===== config.mk =====
export PLATFORM = sky130hd
export DESIGN_NAME = lxsr_scale
export DESIGN_NICKNAME = d
export VERILOG_FILES = /design/src/hw/rtl/lxsr_pkg.sv /design/src/hw/rtl/lxsr_scale.sv
export SDC_FILE = /design/constraint.sdc
export NUM_CORES = 2
export LEC_CHECK = 0
export BUFFER_PORTS_ARGS = -buffer_cell sky130_fd_sc_hd__buf_2
export CORE_ASPECT_RATIO = 1.5
export CORE_MARGIN = 2
export CORE_UTILIZATION = 28
export CTS_BUF_LIST = sky130_fd_sc_hd__clkbuf_4
export DETAILED_ROUTE_END_ITERATION = 6
export GPL_TIMING_DRIVEN = 0
export RECOVER_POWER = 50
export SETUP_SLACK_MARGIN = 0.3
export SYNTH_ARGS = -nofsm -noshare
export SYNTH_HDL_FRONTEND = slang
export SYNTH_SLANG_ARGS = --single-unit

===== constraint.sdc =====
create_clock -name clk -period 18.7 [get_ports clk]
set_clock_uncertainty 0.05 [all_clocks]
set_input_delay 0 -clock clk [delete_from_list [all_inputs] [get_ports clk]]
set_output_delay 0 -clock clk [all_outputs]
set_load 0.1 [all_outputs]

===== src/hw/rtl/lxsr_pkg.sv =====
// ----------------------------------------------------------------------------
// lxsr_pkg
// Shared types and constants of the lagged XOR shift register generator.
// ----------------------------------------------------------------------------
package lxsr_pkg;

  localparam int WORD_W = 31;
  localparam int MULT_W = 15;

  localparam logic [MULT_W-1:0] LEHMER_MULT = 15'd16807;
  localparam logic [WORD_W-1:0] SEED_RESET  = 31'd1;

  localparam logic FUNC_RESEED = 1'b0;
  localparam logic FUNC_DRAW   = 1'b1;

  typedef struct packed {
    logic              func;
    logic [WORD_W-1:0] scale_limit;
  } lxsr_item_t;

  typedef struct packed {
    logic [WORD_W-1:0] random_word;
    logic [WORD_W-1:0] scaled_value;
  } lxsr_result_t;

  typedef struct packed {
    logic [WORD_W-1:0] word;
    logic [WORD_W-1:0] limit;
  } lxsr_req_t;

endpackage


===== src/hw/rtl/lxsr_scale.sv =====
// ----------------------------------------------------------------------------
// lxsr_scale
// Scales a new word by the draw limit and holds the result transaction.
// ----------------------------------------------------------------------------
module lxsr_scale (
  input  logic                   clk,
  input  logic                   rst,
  input  logic                   go,
  input  lxsr_pkg::lxsr_req_t    req,
  output logic                   busy,
  output logic                   result_valid,
  input  logic                   result_stall,
  output lxsr_pkg::lxsr_result_t result
);
  import lxsr_pkg::*;

  logic                  pend;
  lxsr_req_t             pend_req;
  logic [2*WORD_W-1:0]   prod;
  logic                  advance;

  assign prod    = (2*WORD_W)'(pend_req.word) * (2*WORD_W)'(pend_req.limit);
  assign advance = pend && (!result_valid || !result_stall);
  assign busy    = pend;

  always_ff @(posedge clk) begin
    if (rst) begin
      pend         <= 1'b0;
      result_valid <= 1'b0;
    end else begin
      if (go) begin
        pend <= 1'b1;
      end else if (advance) begin
        pend <= 1'b0;
      end
      if (advance) begin
        result_valid <= 1'b1;
      end else if (!result_stall) begin
        result_valid <= 1'b0;
      end
    end
  end

  always_ff @(posedge clk) begin
    if (go) begin
      pend_req <= req;
    end
    if (advance) begin
      result.random_word  <= pend_req.word;
      result.scaled_value <= prod[2*WORD_W-1:WORD_W];
    end
  end

endmodule


==> results.md <==
* Status: finished, violations left
* Failing checks: DRC, capacitance limit, slew limit
* Die width at 289 microns
* Post-Route WL at 133000 microns
* Seq/Total Area, Yosys at 11.0%
* DIE HEIGHT at 432 microns
* Bufs on Longest Clock Path at 2
* Final TNS setup at 0 ps
* Beginning of the critical path: pend_req[6]
* Post-detail-place hpwl at 111000 microns
* TritonCTS buffer count at 17
* Hold Crit Start: req[22]
* Avg WL per Cell at 24.9 microns
* Mapped cell area at 34200 sq um
* Cell count after synthesis at 3467
* Row count at 156
* Vias in the first global route at 28.2k
* Seq cells post-synth at 126
* IO Pins at 130
* Unique masters post-synth at 50
* Least-Margin Pin Slew at 2440 ps
* Initial DRC Count at 1572
* Worst slack, placed at 9120 ps
* Critical Path Start Type: flip-flop
* Total grt overflow at 0
* Crit share post-route at 52.3%
* Largest family of logic cells by synthesized area: adder cells
* Endpoints failing setup at 0
* Share of cells above drive strength 1 at 4.52%
* Vias at 25.8k
* R2R cell count at 22
* EDFF count, synth at 124
* Fin crit period at 9780 ps
* Simple-Gate Fraction of Synth Area at 16.0%
* Initial antenna violation count at 11
* CTS tree: yes
* First-pass GRT wire length at 191000 microns
* Layout net count at 4906
* Starting Density at 28.3%
* Hold depth at 3
* Vias per Instance at 4.82
* Syn Nets at 4621
* IO buf count at 129
* Post-CTS setup repair buffer count at 0
* Largest net degree at the start of global routing at 35
* Slew HR at -62.4%
* Crit path kind: reg2reg
* Cell repeated most along the worst path: fa_1
* CTS root buf: clkbuf_4
* Commonest non-fill, non-tap cells in the layout: fa_1, inv_1, and2_1
* Final slew viol count at 67
* Most common cell after layout, fill and taps aside: fa_1
* Drt pass-1 iters at 7
* CP Capture Type: flip-flop
* Critical Path Slowest Stage Cell: clkbuf_1
* Fillers at 12.5k
* CTS resizes at 0
* H-tree Lvls at 4
* CP top delay family: adder cells
* Drt drc at 2
* Max-cap violations at 3
* Clock slew at reported path FFs at 190 ps
* Critical Path Max Stage Delay at 920 ps
* Flop2flop setup slack at 8920 ps
* Post-synth ARST share at 0%
* Worst r2r src: pend_req[6]
* Compound-Gate Fraction of Synth Area at 3.23%
* RSZ-0062 raised after global routing: no
* Required time worst endpoint at 19320 ps
* Multiplexer area fraction after synthesis at 0.0293%
* Clk_lat worst skew at 960 ps
* Xor/xnor share of the synthesized area at 0.846%
* Area of the core at 121000 sq um
* Hold WS at 229 ps
* YS warnings at 0
* Critical Path AT at 10400 ps
* WP buf/inv at 3
* Post-layout worst setup margin at 8920 ps
* Top_reg_cell synth: edfxtp_1
* Hold Path Class: in2reg
* Tot GR Track Use at 22.0%
* Final antenna-violating net count at 0
* Post-Synth Adder-Cell Area at 58.2%
* Max FO, Critical Path at 10
* P&R area growth vs syn at 12.7%
* Fmax at 102 MHz
* FF-to-FF End: result[28]
* # clock sinks at 126
* Final hold vios at 0
* WHS Endpoint: pend_req[22]
* Syn_area_per_cell at 9.85 sq um
* Cell breakdown of the critical path: clkbuf_1, and2_1, fa_1, fa_1, fa_1, inv_1, fa_1, inv_1, fa_1, fa_1, fa_1, fa_1, ha_1, a21oi_1, nand2_1, nor3_1, o311ai_0, a211oi_1, o211ai_1, a21oi_1, o21ai_0, xor2_1
* Die area at 125000 sq um
* GP Congestion at 1.00
## cells in the mapped netlist (all sizes together), types with 2 or more instances
cell type,count,area share (%)
xnor2,24,0.62
nand4,11,0.20
ha,252,9.2
and3,8,0.15
nor2b,4,0.073
o22ai,4,0.073
nand2,487,5.4
nor3,7,0.10
and2,519,9.5
a41o,2,0.059
o21bai,7,0.15
nor2,25,0.28
a21boi,2,0.044
nand2b,2,0.037
a221oi,3,0.095
a211o,3,0.077
a21o,22,0.48
o21ai,31,0.45
a31o,2,0.051
fa,836,49
o31ai,4,0.088
inv,774,8.5
a211oi,6,0.13
a21oi,57,0.84
nor4,3,0.055
dfxtp,2,0.12
a41oi,3,0.077
edfxtp,124,11
o311ai,2,0.051
or3,3,0.055
o211ai,6,0.16
o21a,3,0.066
nand3,7,0.10
a31oi,7,0.13
xor2,9,0.23
clkbuf,198,2.2
## repair_timing
item                                    CTS  global route
hold buffers                            133             0
endpoints found under the setup margin    0             0
endpoints found under the hold margin   188             0
## layer usage
metal / part of all wire (%) / vias to the layer above / global-route usage (%) / wire length [microns]
met2: 50 / 1177 / 38.1 / 66800
met4: 11 / 2 / 20.7 / 15100
li1: - / 10740 / - / -
met1: 32 / 13354 / 21.9 / 43000
met3: 6.1 / 513 / 4.28 / 8100
met5: 0.011 / - / 0 / 14
## metrics by stage
| stage | util, % | area (sq um) | std cells |
|---|---|---|---|
| 2_1_floorplan | - | 34200 | 3467 |
| 6_report | 31.9 | 38500 | 5352 |
| 5_1_grt | 31.9 | 38500 | 5351 |
| 3_5_place_dp | 30.5 | 36900 | 5180 |
| 3_3_place_gp | 30.4 | 36800 | 5176 |
| 4_1_cts | 31.9 | 38500 | 5345 |
## tightest hold or removal path, stage by stage
cell and delay (ps):
dlygate4sd3_1 520, buf_2 90, dlygate4sd3_1 530
## cell families (layout without fill, tap and decap cells)
kind of cell | count (synthesis) | in the layout
AOI/OAI and AO/OA | 169 | 169
xor gates and xnor gates | 33 | 33
and+or+nand+nor | 1078 | 1078
buffers and inverters | 972 | 1270
muxes | 1 | 1
adders and majority gates | 1088 | 1088
DFF | 126 | 126
other | 0 | 7
## final cells by class
type | count | area [sq um] | share of cell area, %
plain buffers | 198 | 743 | 1.93
diodes | 7 | 17.5 | 0.0455
multi-input cells | 2369 | 26700 | 69.4
clock buffers | 17 | 128 | 0.331
inverters | 774 | 2910 | 7.55
well taps | 1580 | 1980 | 5.13
repair buffers | 266 | 2040 | 5.30
clock inverters | 15 | 190 | 0.494
flip-flops and latches | 126 | 3760 | 9.77
## sequential cells by signal, summed over array words and instances, names as in the netlist
signal,flops
busy,1
pend_req,62
result,62
result_valid,1
## worst max-delay path by stage
stage               slack (ps)    endpoint  depth (start not counted)
floorplan                11700  result[23]                         21
global placement          8600  result[32]                          1
detailed placement        9120  result[28]                         22
CTS                       9040  result[28]                         22
global route              8570  result[28]                         22
finish                    8920  result[28]                         22
Power is not shown: default switching activity piles up to over one toggle a cycle in this logic, so the estimate is an artifact.
